File: src/rtl/sfeps_pkg.sv
`timescale 1ns / 1ps

package sfeps_pkg;

	// Field widths fixed by the bus and the flash address space
	localparam int ADDR_W = 24;
	localparam int LEN_W  = 25;
	localparam int END_W  = 26;
	localparam int DATA_W = 8;
	localparam int CMD_W  = 2;
	localparam int CFG_W  = 25;

	localparam logic [LEN_W-1:0] MAX_LEN = 25'h100_0000;

	// Geometry defaults (powers of two)
	localparam int PAGE_BYTES_DEF   = 256;
	localparam int SECTOR_BYTES_DEF = 4096;

	// Job queue between front and back
	localparam int JOBQ_DEPTH = 4;

	// Input commands
	localparam logic [CMD_W-1:0] CMD_START  = 2'd0;
	localparam logic [CMD_W-1:0] CMD_STATUS = 2'd1;
	localparam logic [CMD_W-1:0] CMD_DATA   = 2'd2;

	// Configuration register indexes
	localparam logic [0:0] CFG_FLASH_OFFSET = 1'b0;
	localparam logic [0:0] CFG_IMAGE_LENGTH = 1'b1;

	// Flash opcodes
	localparam logic [DATA_W-1:0] OP_WREN   = 8'h06;
	localparam logic [DATA_W-1:0] OP_SE     = 8'h20;
	localparam logic [DATA_W-1:0] OP_PP     = 8'h02;
	localparam logic [DATA_W-1:0] OP_RDSR   = 8'h05;
	localparam logic [DATA_W-1:0] OP_DUMMY  = 8'hFF;

	typedef enum logic [1:0] {
		PH_IDLE,
		PH_ERASE_POLL,
		PH_PROG_DATA,
		PH_PROG_POLL
	} phase_t;

	typedef enum logic [2:0] {
		JOB_ERASE,      // WREN, SE + address, status poll
		JOB_PROG,       // WREN, PP + address
		JOB_FINISH,     // finish marker
		JOB_DATA,       // one data byte
		JOB_DATA_POLL,  // last data byte of a chunk, then status poll
		JOB_REPOLL      // one more status read
	} job_kind_t;

	typedef struct packed {
		job_kind_t           kind;
		logic [ADDR_W-1:0]   addr;
		logic [DATA_W-1:0]   value;
	} job_t;

	typedef struct packed {
		logic [CMD_W-1:0]  command;
		logic [DATA_W-1:0] value;
	} in_beat_t;

	typedef struct packed {
		logic [DATA_W-1:0] tx_byte;
		logic              byte_valid;
		logic              new_frame;
		logic              read_back;
		logic              finished;
		logic              last;
	} out_beat_t;

endpackage

File: src/rtl/sfeps_front.sv
`timescale 1ns / 1ps

module sfeps_front import sfeps_pkg::*; #(
	parameter int PAGE_BYTES   = PAGE_BYTES_DEF,
	parameter int SECTOR_BYTES = SECTOR_BYTES_DEF
) (
	input  logic             clk,
	input  logic             arst_n,
	input  logic             cfg_we,
	input  logic [0:0]       cfg_index,
	input  logic [CFG_W-1:0] cfg_data,
	input  logic             in_valid,
	output logic             in_stall,
	input  in_beat_t         in_data,
	input  logic             q_full,
	output logic             q_push,
	output job_t             q_job
);

	localparam int PAGE_W  = $clog2(PAGE_BYTES);
	localparam int CHUNK_W = PAGE_W + 1;
	localparam logic [END_W-1:0]   SECT_MASK = END_W'(SECTOR_BYTES - 1);
	localparam logic [END_W-1:0]   SECT_STEP = END_W'(SECTOR_BYTES);
	localparam logic [CHUNK_W-1:0] PAGE_SIZE = CHUNK_W'(PAGE_BYTES);

	logic [ADDR_W-1:0]  flash_offset_q;
	logic [LEN_W-1:0]   image_length_q;
	phase_t             phase_q, phase_d;
	logic [END_W-1:0]   erase_addr_q, erase_addr_d;
	logic [END_W-1:0]   erase_end_q, erase_end_d;
	logic [ADDR_W-1:0]  write_addr_q, write_addr_d;
	logic [LEN_W-1:0]   bytes_rem_q, bytes_rem_d;
	logic [CHUNK_W-1:0] chunk_rem_q, chunk_rem_d;

	logic               accept;
	logic [LEN_W-1:0]   len_sat;
	logic [END_W-1:0]   end_raw;
	logic [END_W-1:0]   start_ea;
	logic [END_W-1:0]   start_ee;
	logic [END_W-1:0]   next_ea;
	logic [ADDR_W-1:0]  wa_src;
	logic [LEN_W-1:0]   br_src;
	logic [CHUNK_W-1:0] room;
	logic [CHUNK_W-1:0] chunk_new;
	logic [CHUNK_W-1:0] chunk_dec;

	assign in_stall = q_full;
	assign accept   = in_valid && !q_full;

	// Configuration registers
	always_ff @(posedge clk or negedge arst_n) begin
		if (!arst_n) begin
			flash_offset_q <= '0;
			image_length_q <= '0;
		end else if (cfg_we) begin
			unique case (cfg_index)
				CFG_FLASH_OFFSET: flash_offset_q <= cfg_data[ADDR_W-1:0];
				CFG_IMAGE_LENGTH: image_length_q <= cfg_data[LEN_W-1:0];
				default: ;
			endcase
		end
	end

	// Range arithmetic for a start
	assign len_sat  = (image_length_q > MAX_LEN) ? MAX_LEN : image_length_q;
	assign end_raw  = END_W'(flash_offset_q) + END_W'(len_sat) + SECT_MASK;
	assign start_ea = END_W'(flash_offset_q) & ~SECT_MASK;
	assign start_ee = end_raw & ~SECT_MASK;
	assign next_ea  = erase_addr_q + SECT_STEP;

	// Program chunk set-up, from the start values or the running state
	assign wa_src    = (phase_q == PH_IDLE) ? flash_offset_q : write_addr_q;
	assign br_src    = (phase_q == PH_IDLE) ? len_sat : bytes_rem_q;
	assign room      = PAGE_SIZE - CHUNK_W'(wa_src[PAGE_W-1:0]);
	assign chunk_new = (br_src < LEN_W'(room)) ? br_src[CHUNK_W-1:0] : room;
	assign chunk_dec = (chunk_rem_q != '0) ? chunk_rem_q - 1'b1 : chunk_rem_q;

	// Next state and job selection
	always_comb begin
		phase_d      = phase_q;
		erase_addr_d = erase_addr_q;
		erase_end_d  = erase_end_q;
		write_addr_d = write_addr_q;
		bytes_rem_d  = bytes_rem_q;
		chunk_rem_d  = chunk_rem_q;
		q_push       = 1'b0;
		q_job.kind   = JOB_FINISH;
		q_job.addr   = wa_src;
		q_job.value  = in_data.value;
		if (accept) begin
			priority if (in_data.command == CMD_START && phase_q == PH_IDLE) begin
				q_push       = 1'b1;
				erase_addr_d = start_ea;
				erase_end_d  = start_ee;
				write_addr_d = flash_offset_q;
				bytes_rem_d  = len_sat;
				chunk_rem_d  = '0;
				if (start_ea < start_ee) begin
					q_job.kind = JOB_ERASE;
					q_job.addr = start_ea[ADDR_W-1:0];
					phase_d    = PH_ERASE_POLL;
				end else if (len_sat == '0) begin
					q_job.kind = JOB_FINISH;
					phase_d    = PH_IDLE;
				end else begin
					q_job.kind  = JOB_PROG;
					chunk_rem_d = chunk_new;
					phase_d     = PH_PROG_DATA;
				end
			end else if (in_data.command == CMD_STATUS &&
					(phase_q == PH_ERASE_POLL || phase_q == PH_PROG_POLL)) begin
				q_push = 1'b1;
				if (in_data.value[0]) begin
					q_job.kind = JOB_REPOLL;
				end else if (phase_q == PH_ERASE_POLL && next_ea < erase_end_q) begin
					erase_addr_d = next_ea;
					q_job.kind   = JOB_ERASE;
					q_job.addr   = next_ea[ADDR_W-1:0];
				end else begin
					if (phase_q == PH_ERASE_POLL) begin
						erase_addr_d = next_ea;
					end
					if (bytes_rem_q == '0) begin
						q_job.kind = JOB_FINISH;
						phase_d    = PH_IDLE;
					end else begin
						q_job.kind  = JOB_PROG;
						chunk_rem_d = chunk_new;
						phase_d     = PH_PROG_DATA;
					end
				end
			end else if (in_data.command == CMD_DATA && phase_q == PH_PROG_DATA) begin
				q_push       = 1'b1;
				write_addr_d = write_addr_q + 1'b1;
				bytes_rem_d  = (bytes_rem_q != '0) ? bytes_rem_q - 1'b1 : bytes_rem_q;
				chunk_rem_d  = chunk_dec;
				if (chunk_dec == '0) begin
					q_job.kind = JOB_DATA_POLL;
					phase_d    = PH_PROG_POLL;
				end else begin
					q_job.kind = JOB_DATA;
				end
			end else begin
				// out-of-turn item: dropped
				q_push = 1'b0;
			end
		end
	end

	// Sequencer state
	always_ff @(posedge clk or negedge arst_n) begin
		if (!arst_n) begin
			phase_q      <= PH_IDLE;
			erase_addr_q <= '0;
			erase_end_q  <= '0;
			write_addr_q <= '0;
			bytes_rem_q  <= '0;
			chunk_rem_q  <= '0;
		end else begin
			phase_q      <= phase_d;
			erase_addr_q <= erase_addr_d;
			erase_end_q  <= erase_end_d;
			write_addr_q <= write_addr_d;
			bytes_rem_q  <= bytes_rem_d;
			chunk_rem_q  <= chunk_rem_d;
		end
	end

endmodule

File: src/rtl/sfeps_jobq.sv
`timescale 1ns / 1ps

module sfeps_jobq import sfeps_pkg::*; (
	input  logic clk,
	input  logic arst_n,
	input  logic push,
	input  job_t push_job,
	output logic full,
	input  logic pop,
	output logic head_valid,
	output job_t head_job
);

	localparam int PTR_W = (JOBQ_DEPTH > 1) ? $clog2(JOBQ_DEPTH) : 1;
	localparam int CNT_W = $clog2(JOBQ_DEPTH + 1);

	job_t             slot_q [JOBQ_DEPTH];
	logic [PTR_W-1:0] wr_ptr_q;
	logic [PTR_W-1:0] rd_ptr_q;
	logic [CNT_W-1:0] count_q;

	assign full       = (count_q == CNT_W'(JOBQ_DEPTH));
	assign head_valid = (count_q != '0);
	assign head_job   = slot_q[rd_ptr_q];

	// Job storage
	always_ff @(posedge clk) begin
		if (push) begin
			slot_q[wr_ptr_q] <= push_job;
		end
	end

	// Pointers and fill count
	always_ff @(posedge clk or negedge arst_n) begin
		if (!arst_n) begin
			wr_ptr_q <= '0;
			rd_ptr_q <= '0;
			count_q  <= '0;
		end else begin
			if (push) begin
				wr_ptr_q <= (wr_ptr_q == PTR_W'(JOBQ_DEPTH - 1)) ? '0 : wr_ptr_q + 1'b1;
			end
			if (pop) begin
				rd_ptr_q <= (rd_ptr_q == PTR_W'(JOBQ_DEPTH - 1)) ? '0 : rd_ptr_q + 1'b1;
			end
			unique case ({push, pop})
				2'b10:   count_q <= count_q + 1'b1;
				2'b01:   count_q <= count_q - 1'b1;
				default: count_q <= count_q;
			endcase
		end
	end

endmodule

File: src/rtl/sfeps_back.sv
`timescale 1ns / 1ps

module sfeps_back import sfeps_pkg::*; (
	input  logic      clk,
	input  logic      arst_n,
	input  logic      head_valid,
	input  job_t      head_job,
	output logic      pop,
	output logic      out_valid,
	input  logic      out_stall,
	output out_beat_t out_data
);

	logic [2:0] idx_q;
	logic       out_valid_q;
	out_beat_t  out_q;
	out_beat_t  beat;
	logic       load;

	// Beat for the current position within the head job
	always_comb begin
		beat            = '0;
		beat.byte_valid = 1'b1;
		unique case (head_job.kind)
			JOB_ERASE: begin
				unique case (idx_q)
					3'd0: begin beat.tx_byte = OP_WREN;  beat.new_frame = 1'b1; end
					3'd1: begin beat.tx_byte = OP_SE;    beat.new_frame = 1'b1; end
					3'd2: beat.tx_byte = head_job.addr[23:16];
					3'd3: beat.tx_byte = head_job.addr[15:8];
					3'd4: beat.tx_byte = head_job.addr[7:0];
					3'd5: begin beat.tx_byte = OP_RDSR;  beat.new_frame = 1'b1; end
					default: begin
						beat.tx_byte   = OP_DUMMY;
						beat.read_back = 1'b1;
						beat.last      = 1'b1;
					end
				endcase
			end
			JOB_PROG: begin
				unique case (idx_q)
					3'd0: begin beat.tx_byte = OP_WREN; beat.new_frame = 1'b1; end
					3'd1: begin beat.tx_byte = OP_PP;   beat.new_frame = 1'b1; end
					3'd2: beat.tx_byte = head_job.addr[23:16];
					3'd3: beat.tx_byte = head_job.addr[15:8];
					default: begin
						beat.tx_byte = head_job.addr[7:0];
						beat.last    = 1'b1;
					end
				endcase
			end
			JOB_FINISH: begin
				beat.byte_valid = 1'b0;
				beat.finished   = 1'b1;
				beat.last       = 1'b1;
			end
			JOB_DATA: begin
				beat.tx_byte = head_job.value;
				beat.last    = 1'b1;
			end
			JOB_DATA_POLL: begin
				unique case (idx_q)
					3'd0: beat.tx_byte = head_job.value;
					3'd1: begin beat.tx_byte = OP_RDSR; beat.new_frame = 1'b1; end
					default: begin
						beat.tx_byte   = OP_DUMMY;
						beat.read_back = 1'b1;
						beat.last      = 1'b1;
					end
				endcase
			end
			JOB_REPOLL: begin
				beat.tx_byte   = OP_DUMMY;
				beat.read_back = 1'b1;
				beat.last      = 1'b1;
			end
			default: begin
				beat.byte_valid = 1'b0;
			end
		endcase
	end

	assign load = !out_valid_q || !out_stall;
	assign pop  = load && head_valid && beat.last;

	// Output register
	always_ff @(posedge clk) begin
		if (load && head_valid) begin
			out_q <= beat;
		end
	end

	always_ff @(posedge clk or negedge arst_n) begin
		if (!arst_n) begin
			out_valid_q <= 1'b0;
			idx_q       <= '0;
		end else if (load) begin
			out_valid_q <= head_valid;
			if (head_valid) begin
				idx_q <= beat.last ? 3'd0 : idx_q + 1'b1;
			end
		end
	end

	assign out_valid = out_valid_q;
	assign out_data  = out_q;

endmodule

File: src/rtl/spi_flash_erase_program_sequencer_top.sv
`timescale 1ns / 1ps

// An item's first output beat passes the job queue and then the output register.
// One input item per cycle unless the queue is full; each job leaves at one beat per
// cycle unless out_stall holds it, and the job queue (four jobs) lets the front run
// ahead while multi-beat jobs (erase, program header, a chunk's last byte) drain.
// Reset (arst_n low) clears the phase, counters, queue and output valid at once.
module spi_flash_erase_program_sequencer_top import sfeps_pkg::*; #(
	parameter int PAGE_BYTES   = PAGE_BYTES_DEF,
	parameter int SECTOR_BYTES = SECTOR_BYTES_DEF
) (
	input  logic             clk,
	input  logic             arst_n,
	input  logic             cfg_we,
	input  logic [0:0]       cfg_index,
	input  logic [CFG_W-1:0] cfg_data,
	input  logic             in_valid,
	output logic             in_stall,
	input  in_beat_t         in_data,
	output logic             out_valid,
	input  logic             out_stall,
	output out_beat_t        out_data
);

	logic q_full;
	logic q_push;
	job_t q_job;
	logic q_pop;
	logic q_head_valid;
	job_t q_head_job;

	sfeps_front #(
		.PAGE_BYTES   (PAGE_BYTES),
		.SECTOR_BYTES (SECTOR_BYTES)
	) u_front (
		.clk       (clk),
		.arst_n    (arst_n),
		.cfg_we    (cfg_we),
		.cfg_index (cfg_index),
		.cfg_data  (cfg_data),
		.in_valid  (in_valid),
		.in_stall  (in_stall),
		.in_data   (in_data),
		.q_full    (q_full),
		.q_push    (q_push),
		.q_job     (q_job)
	);

	sfeps_jobq u_jobq (
		.clk        (clk),
		.arst_n     (arst_n),
		.push       (q_push),
		.push_job   (q_job),
		.full       (q_full),
		.pop        (q_pop),
		.head_valid (q_head_valid),
		.head_job   (q_head_job)
	);

	sfeps_back u_back (
		.clk        (clk),
		.arst_n     (arst_n),
		.head_valid (q_head_valid),
		.head_job   (q_head_job),
		.pop        (q_pop),
		.out_valid  (out_valid),
		.out_stall  (out_stall),
		.out_data   (out_data)
	);

endmodule

File: config.mk
export PLATFORM = sky130hd
export DESIGN_NAME = spi_flash_erase_program_sequencer_top
export DESIGN_NICKNAME = d
export VERILOG_FILES = /design/src/rtl/sfeps_pkg.sv /design/src/rtl/sfeps_front.sv /design/src/rtl/sfeps_jobq.sv /design/src/rtl/sfeps_back.sv /design/src/rtl/spi_flash_erase_program_sequencer_top.sv
export SDC_FILE = /design/constraint.sdc
export NUM_CORES = 1
export LEC_CHECK = 0
export BUFFER_PORTS_ARGS = -buffer_cell sky130_fd_sc_hd__buf_2
export CAP_MARGIN = 20
export CORE_ASPECT_RATIO = 0.75
export CORE_UTILIZATION = 60
export CTS_CLUSTER_DIAMETER = 40
export DETAILED_ROUTE_END_ITERATION = 10
export PLACE_DENSITY = 0.77
export SYNTH_ARGS = -nofsm -noshare
export SYNTH_HDL_FRONTEND = slang
export SYNTH_SLANG_ARGS = --single-unit
export TNS_END_PERCENT = 10
File: constraint.sdc
create_clock -name clk -period 9.3 [get_ports clk]
set_clock_uncertainty 0.15 [all_clocks]
set_input_delay 2.79 -clock clk [delete_from_list [all_inputs] [get_ports clk]]
set_output_delay 2.79 -clock clk [all_outputs]
set_load 0.05 [all_outputs]
==> flow_summary.rst, run 1 <==
.. list-table::
   :header-rows: 1

   * - Metric
     - Value
   * - Status
     - finished, final reports clean
   * - Multi-input combinational cell area
     - 8100 um^2
   * - Hold path endpoint
     - u_front.erase_end_q[16]
   * - Setup TNS Final
     - 0 ns
   * - Post-Synth Adder-Cell Area
     - 0.0701
   * - Remaining number of nets flagged by the antenna check after routing
     - 0
   * - Number of distinct library cell variants in the gate-level netlist after synthesis
     - 82
   * - Final wirelength
     - 44.9 mm
   * - Utilization of the core after routing
     - 0.675
   * - Y dimension of the die
     - 148 um
   * - Post-synth EDFFs
     - 153
   * - Class of the most critical setup path
     - flip-flop to flip-flop
   * - Final HPWL DP
     - 31.2 mm
   * - Register-to-register setup slack
     - 2.49 ns
   * - Mapped Nets
     - 1789
   * - Max IR drop VDD
     - 0.000194 V
   * - Commonest cells after routing, fill and taps aside
     - nand2_1, edfxtp_1, dfrtp_1
   * - Final max-slew violation count
     - 0
   * - Most common cell after layout, fill and taps aside
     - nand2_1
   * - Post-CTS sizing
     - 0
   * - Final critical path time including I/O delays and setup
     - 6.81 ns
   * - Final count of hold timing violations
     - 0
   * - Xor-xnor portion of the synthesized cell area
     - 0.0174
   * - Class of the tightest hold or removal check
     - flip-flop to flip-flop
   * - Relative max-transition margin
     - 0.322
   * - Area Growth Syn to Fin
     - 10.7%
   * - Portion of the post-synthesis area used by sequential elements
     - 0.486
   * - First-pass GRT wire length
     - 71.9 mm
   * - Average routed wire per standard cell
     - 21.5 um
   * - Power per cell area
     - 325 nW/um^2
   * - Largest net degree at the start of global routing
     - 98
   * - Die width
     - 197 um
   * - Least setup slack across all paths after layout
     - 2.49 ns
   * - Worst setup slack after placement
     - 2.75 ns
   * - Vias in the first global route
     - 13000
   * - Initial antenna violation count
     - 0
   * - Std cell rows
     - 53
   * - Multiplexer share of the synthesized area
     - 0.0794
   * - Max-cap violations
     - 0
   * - Vias after detailed routing
     - 13500
   * - Post-synth ARST share
     - 0.492
   * - Maximum number of buffers from clock root to sink
     - 3
   * - Count of mapped cells out of synthesis
     - 1653
   * - CP endpoint kind
     - flip-flop
   * - Arrival time of data at the critical path endpoint
     - 6.93 ns
   * - Total setup buffers inserted after CTS
     - 0
   * - Num CTS Buffers
     - 38
   * - Port Buffer Count
     - 55
   * - Worst hold stages
     - 2
   * - Fraction of final layout cells sized beyond drive strength 1
     - 0.143
   * - DRC violations left
     - 0
   * - Worst r2r dst
     - u_jobq.slot_q[0][11]
   * - Startpoint of the worst-slack reg-to-reg timing path
     - u_front.image_length_q[9]
   * - Critical Path Start
     - u_front.image_length_q[9]
   * - TritonCTS clock tree
     - built
   * - Root buffer cell
     - clkbuf_16
   * - Maximum net fanout on the critical path
     - 12
   * - FF+latch count, synth
     - 301
   * - Mean number of vias per cell
     - 6.48
   * - Aggregate global-route resource usage
     - 0.318
   * - Most used flip-flop cell after synthesis
     - edfxtp_1
   * - Number of levels in the clock H-tree
     - 2
   * - Number of sinks driven by the clock tree
     - 301
   * - Antenna diode instance count
     - 0
   * - Min-Delay Startpoint
     - u_front.erase_end_q[16]
   * - Worst slew pin tran
     - 1.02 ns
   * - CTS clk-pin slew, worst paths
     - 0.06 ns
   * - Post-route fraction of the period consumed by the critical path
     - 0.733
   * - Total number of nets in the final design
     - 1811
   * - Area taken by flip-flops and latches
     - 8300 um^2
   * - Worst-case reg-to-reg path depth
     - 24
   * - Mean area per synthesized cell
     - 10.3 um^2
   * - Highest achievable clock rate
     - 0.147 GHz
   * - RSZ-0062 raised after global routing
     - false
   * - Dominant combinational cell family by area after synthesis
     - compound AO/OA/AOI/OAI gates
   * - Simple-Gate Fraction of Synth Area
     - 0.141
   * - Total leakage power
     - 7.48 nW
   * - Detailed-routing iteration count for the pre-antenna-repair pass
     - 7
   * - Aggregate global routing overflow
     - 0
   * - Insertion delay to the later sink of the worst-skew pair
     - 0.54 ns
   * - Synth Area in Compound Gates
     - 0.166
   * - Setup-violating endpoint count in the final report
     - 0
   * - Yosys warnings
     - 0
   * - Worst setup SP type
     - flip-flop
   * - Boundary Pins
     - 56
   * - Starting utilization of the core area
     - 0.610
   * - Core area
     - 28000 um^2
   * - Area of the mapped netlist
     - 17100 um^2
   * - Routability Congestion
     - 0.944
   * - Total die area
     - 29100 um^2
   * - Filler cells
     - 2167
   * - DRT iter0 DRCs
     - 1816
   * - Cts hold-fix bufs
     - 0
   * - Critical Path RT
     - 9.42 ns
[flip-flops by register name (all words and copies together) (netlist names)]
| signal | flops |
|---|---|
| u_front.chunk_rem_q | 9 |
| u_front.write_addr_q | 24 |
| u_back.out_valid | 1 |
| u_jobq.count_q | 3 |
| u_jobq.rd_ptr_q | 2 |
| u_front.erase_addr_q | 14 |
| u_jobq.slot_q | 140 |
| u_jobq.wr_ptr_q | 2 |
| u_front.bytes_rem_q | 25 |
| u_front.image_length_q | 25 |
| u_front.flash_offset_q | 24 |
| u_back.idx_q | 3 |
| u_back.out_data | 13 |
| u_front.phase_q | 2 |
| u_front.erase_end_q | 14 |
[synthesized netlist by cell type (all sizes together), types with 4 or more instances]
master / n / area share
a211o: 5 / 0.0026
a211oi: 9 / 0.0043
a21boi: 4 / 0.0018
a21o: 8 / 0.0035
a21oi: 139 / 0.042
a221o: 4 / 0.0023
a22o: 5 / 0.0026
a22oi: 16 / 0.0070
a31o: 4 / 0.0021
a31oi: 16 / 0.0067
a32oi: 14 / 0.0072
and2: 19 / 0.0070
and3: 12 / 0.0044
buf: 27 / 0.0086
clkbuf: 64 / 0.014
dfrtp: 148 / 0.22
edfxtp: 153 / 0.27
ha: 94 / 0.069
inv: 81 / 0.018
mux2: 42 / 0.028
mux2i: 9 / 0.0055
mux4: 35 / 0.046
nand2: 180 / 0.040
nand2b: 18 / 0.0066
nand3: 37 / 0.011
nand4: 19 / 0.0070
nor2: 119 / 0.026
nor2b: 15 / 0.0056
nor3: 27 / 0.0079
nor4: 24 / 0.010
o211ai: 5 / 0.0028
o21a: 8 / 0.0035
o21ai: 151 / 0.044
o221ai: 11 / 0.0056
o22a: 7 / 0.0036
o22ai: 28 / 0.010
o31ai: 11 / 0.0048
or3: 10 / 0.0037
or4: 7 / 0.0031
xnor2: 18 / 0.0092
xor2: 16 / 0.0082
[worst max-delay path by stage]
| stage | to | slack, ns | cells past startpoint |
|---|---|---|---|
| after floorplan | u_jobq.slot_q[0][12] | 3.92 | 25 |
| after global placement | u_jobq.slot_q[0][11] | 3.04 | 24 |
| after detailed placement | u_jobq.slot_q[0][11] | 2.75 | 24 |
| after global routing | u_jobq.slot_q[0][11] | 2.06 | 24 |
| final | u_jobq.slot_q[0][11] | 2.49 | 24 |
| after CTS | u_jobq.slot_q[0][11] | 2.66 | 24 |
[power breakdown]
group	switching [mW]	internal [mW]	total (mW)
combinational	1.61	0.921	2.53
sequential	0.301	1.82	2.12
clock	0.592	0.904	1.50
[area by class of cell]
type / count / area share
Clock buffer: 46 / 0.0541
Clock inverter: 22 / 0.0132
Inverter: 81 / 0.0161
Multi-Input combinational cell: 1180 / 0.429
Sequential cell: 301 / 0.439
Tap cell: 385 / 0.0255
Timing Repair Buffer: 73 / 0.0231
[worst max-delay path, cell delays in order, from the launching register on]
cell,delay (ns)
dfrtp_1,0.41
nor4_1,0.35
nand4_1,0.20
o21ai_1,0.49
buf_4,0.28
nand2_1,0.09
ha_1,0.27
inv_1,0.04
ha_1,0.29
and4b_1,0.20
o21ai_1,0.16
nand4b_1,0.21
a21oi_1,0.44
o21ai_0,0.30
a21oi_1,0.30
mux2_2,0.38
o211a_1,0.13
ha_1,0.28
nand2_1,0.05
nor2_1,0.13
o211a_1,0.15
o211ai_1,0.09
a21oi_2,0.49
a21oi_4,0.22
o21ai_0,0.46
[cells by family (layout without fill, tap and decap cells)]
group | Yosys count | in the layout
buffers and inverters | 172 | 222
AOI/OAI and AO/OA | 461 | 461
DFF | 301 | 301
adders and majority gates | 95 | 95
muxes | 86 | 86
and+or+nand+nor | 504 | 504
xor gates and xnor gates | 34 | 34
[routing by layer]
metal,up-vias,routed length (um),track usage,share of wire
li1,6184,-,-,-
met1,6531,20000,0.486,0.45
met2,717,19200,0.463,0.43
met3,94,4640,0.0630,0.10
met4,0,1050,0.0860,0.023
met5,-,0,0,0
[metrics by stage]
step	hold WS, ns	area, um^2	power [mW]	std cells
floorplan	0.293	17100	3.90	1653
global placement	0.316	17600	4.51	2019
detailed placement	0.321	17600	4.59	2019
CTS	0.332	18900	6.10	2087
global route	0.356	18900	6.50	2088
finish	0.329	18900	6.14	2088
Note: power is estimated with default switching activity, not from simulation.
==> run 2: changes to the inputs <==
- CORE_UTILIZATION: 60 -> 57
- clock period: 9.3 -> 5.95 ns (I/O delays scaled with it)
==> run 2 against run 1 <==
Against the previous run:
- the flow now finishes with violations (negative setup slack)
- wire length up 1.3%
- clock-buffer cell count down 1
- critical path depth up 1
==> flow_summary.rst, run 2 (synthesis results as in run 1) <==
.. list-table::
   :header-rows: 1

   * - Metric
     - Value
   * - Highest achievable clock rate
     - 0.168 GHz (+14%)
   * - Aggregate global-route resource usage
     - 0.298 (-0.0198)
   * - Initial antenna violation count
     - 0 (unchanged)
   * - Core area
     - 29300 um^2 (+4.5%)
   * - Remaining number of nets flagged by the antenna check after routing
     - 0 (unchanged)
   * - Family of cells with the greatest summed delay on the critical path
     - compound AO/OA/AOI/OAI gates
   * - Combined buffer and inverter count along the critical path
     - 3 (+1)
   * - Final max-slew violation count
     - 0 (unchanged)
   * - Boundary Pins
     - 56 (unchanged)
   * - DRC violations left
     - 0 (unchanged)
   * - Startpoint of the worst-slack reg-to-reg timing path
     - u_front.image_length_q[9]
   * - Num CTS Buffers
     - 37 (-2.6%)
   * - Arrival time of data at the critical path endpoint
     - 6.11 ns (-0.82 ns)
   * - Maximum number of buffers from clock root to sink
     - 3 (unchanged)
   * - CTS clk-pin slew, worst paths
     - 0.06 ns (about the same)
   * - Area taken by flip-flops and latches
     - 8300 um^2 (unchanged)
   * - Fraction of final layout cells sized beyond drive strength 1
     - 0.153 (+0.0104)
   * - Total die area
     - 30700 um^2 (+5.2%)
   * - Setup-violating endpoint count in the final report
     - 4 (+4)
   * - Routability Congestion
     - 0.956 (+1.4%)
   * - Critical Path Most Common Cell
     - ha_1
   * - CP endpoint kind
     - flip-flop
   * - Top flop regs
     - u_jobq.slot_q: 140 flops, u_front.bytes_rem_q: 25 flops, u_front.image_length_q: 25 flops
   * - Area Growth Syn to Fin
     - 11.7%
   * - Violations in the final reports
     - negative setup slack
   * - Final count of hold timing violations
     - 0 (unchanged)
   * - Endpoint of the most critical setup path
     - u_jobq.slot_q[3][17]
   * - Post-layout total power
     - 9.65 mW (+57%)
   * - Std cell rows
     - 54 (+1.9%)
   * - Vias in the first global route
     - 13000 (+0.062%)
   * - Worst setup slack after placement
     - -0.293 ns (-3.04 ns)
   * - Largest net degree at the start of global routing
     - 83 (-15%)
   * - Total leakage power
     - 7.57 nW (+1.2%)
   * - Max-cap violations
     - 0 (unchanged)
   * - Number of levels in the clock H-tree
     - 2 (unchanged)
   * - Detailed-routing iteration count for the pre-antenna-repair pass
     - 7 (unchanged)
   * - Insertion delay to the later sink of the worst-skew pair
     - 0.53 ns (about the same)
   * - Register-to-register setup slack
     - -0.02 ns (-2.51 ns)
   * - Worst slew pin tran
     - 1.03 ns (+0.0157 ns)
   * - Worst setup SP type
     - flip-flop
   * - Final wirelength
     - 45.4 mm (+1.3%)
   * - Final HPWL DP
     - 31.5 mm (+1.0%)
   * - Total number of nets in the final design
     - 1827 (+0.88%)
   * - Worst r2r dst
     - u_jobq.slot_q[3][17]
   * - Most common cell after layout, fill and taps aside
     - nand2_1
   * - Multi-input combinational cell area
     - 8170 um^2 (+0.79%)
   * - Starting utilization of the core area
     - 0.584 (-0.0265)
   * - Largest register FFs
     - 140 (unchanged)
   * - Port Buffer Count
     - 55 (unchanged)
   * - Aggregate global routing overflow
     - 0 (unchanged)
   * - Maximum net fanout on the critical path
     - 6 (-6)
   * - Die width
     - 202 um (+2.6%)
   * - Average routed wire per standard cell
     - 21.5 um (+0.20%)
   * - Filler cells
     - 2225 (+2.7%)
   * - CP max stage delay
     - 0.44 ns (-0.05 ns)
   * - Status
     - finished with violations
   * - Final critical path time including I/O delays and setup
     - 5.97 ns (-0.844 ns)
   * - Slowest-stage cell, CP
     - dfrtp_1
   * - Root buffer cell
     - clkbuf_16
   * - Vias after detailed routing
     - 13700 (+1.2%)
   * - Relative max-transition margin
     - 0.310 (-0.0121)
   * - Mean number of vias per cell
     - 6.48 (about the same)
   * - Class of the tightest hold or removal check
     - flip-flop to flip-flop
   * - Top reg by flops
     - u_jobq.slot_q
   * - Number of sinks driven by the clock tree
     - 301 (unchanged)
   * - Antenna diode instance count
     - 0 (unchanged)
   * - Y dimension of the die
     - 152 um (+2.6%)
   * - Least setup slack across all paths after layout
     - -0.0186 ns (-2.51 ns)
   * - Commonest cells after routing, fill and taps aside
     - nand2_1, edfxtp_1, dfrtp_1
   * - Max IR drop VDD
     - 0.000390 V (+100%)
   * - Worst-case reg-to-reg path depth
     - 25 (+4.2%)
   * - Post-route fraction of the period consumed by the critical path
     - 1.00 (+0.271)
   * - Critical Path Start
     - u_front.image_length_q[9]
   * - DRT iter0 DRCs
     - 1672 (-7.9%)
   * - Power per cell area
     - 506 nW/um^2 (+56%)
   * - TritonCTS clock tree
     - built
   * - First-pass GRT wire length
     - 72.1 mm (+0.28%)
   * - Critical Path RT
     - 6.09 ns (-3.33 ns)
   * - Instance count on the critical path
     - 25 (+4.2%)
   * - Cts hold-fix bufs
     - 0 (unchanged)
   * - Class of the most critical setup path
     - flip-flop to flip-flop
-- run 2: cell count changes in the layout (fill, tap and decap cells not counted), sizes merged --
cell | before | now
clkbuf | 46 | 45
clkinvlp | 3 | 0
buf | 73 | 89
a21oi | 139 | 140
clkinv | 10 | 13
inv | 86 | 85
-- run 2: stage by stage --
stage / cells / hold WS, ns / setup TNS [ns] / util / cell area [um^2]
after global placement: 2040 / 0.318 / 0 / 0.605 / 17700
after global routing: 2110 / 0.363 / -6.25 / 0.652 / 19100
final: 2110 / 0.332 / -0.0665 / 0.652 / 19100
after floorplan: 1653 / 0.293 / 0 / - / 17100
after detailed placement: 2040 / 0.322 / -10.75 / 0.605 / 17700
after CTS: 2107 / 0.333 / 0 / 0.648 / 19000
-- run 2: worst reg2reg max path, cell delays in order, from the launching register on --
cell and delay (ns):
dfrtp_1 0.44, nor4_4 0.31, nand4_1 0.29, o21ai_2 0.25, buf_4 0.17, nand2_1 0.07, ha_1 0.27, inv_1 0.04
ha_1 0.31, and4b_1 0.21, o21ai_1 0.18, nand4b_1 0.21, a21oi_2 0.27, o21ai_2 0.14, a21oi_2 0.19, mux2_2 0.36
o211a_1 0.13, ha_1 0.28, nand2_1 0.06, nor2_1 0.20, o211a_1 0.18, o211ai_1 0.15, a21oi_4 0.21, buf_12 0.15
a21oi_4 0.10, a21oi_1 0.40
-- run 2: how the worst min path moves through the flow --
stage,end,depth (start not counted),startpoint,slack (ns)
after detailed placement,u_front.erase_end_q[18],2,u_front.erase_end_q[18],0.32
after CTS,u_front.erase_end_q[18],2,u_front.erase_end_q[18],0.33
after global placement,u_front.erase_end_q[13],2,u_front.erase_end_q[13],0.32
final,u_front.erase_end_q[18],2,u_front.erase_end_q[18],0.33
after global routing,u_front.erase_end_q[18],2,u_front.erase_end_q[18],0.36
after floorplan,u_front.erase_end_q[12],2,u_front.erase_end_q[12],0.29
-- run 2: layout make-up --
type                    instances  area share
clock buffers                  45      0.0518
clock inverters                21      0.0128
inverters                      81      0.0160
multi-input cells            1181       0.428
flip-flops and latches        301       0.435
well taps                     392      0.0257
repair buffers                 89      0.0299
-- run 2: per-layer routing --
layer | share of wire | vias to the layer above | global-route usage
met5 | 0 | - | 0
met3 | 0.11 | 88 | 0.0654
met2 | 0.44 | 761 | 0.436
met4 | 0.021 | 0 | 0.0776
met1 | 0.43 | 6630 | 0.450
li1 | - | 6203 | -
-- run 2: timing repair --
| item | 4_1_cts | 5_1_grt |
|---|---|---|
| buffers inserted | 0 | 2 |
| endpoints found under the setup margin | 65 | 67 |
| gates resized for setup | 6 | 8 |
| gates cloned | 1 | 0 |
| pin swaps | 2 | 4 |
-- run 2: report_power, final --
group,total [mW],internal (mW),switching [mW],leakage (nW)
Sequential,3.34,2.84,0.499,3.22
Combinational,4.03,1.51,2.52,3.75
Clock,2.28,1.37,0.912,0.607
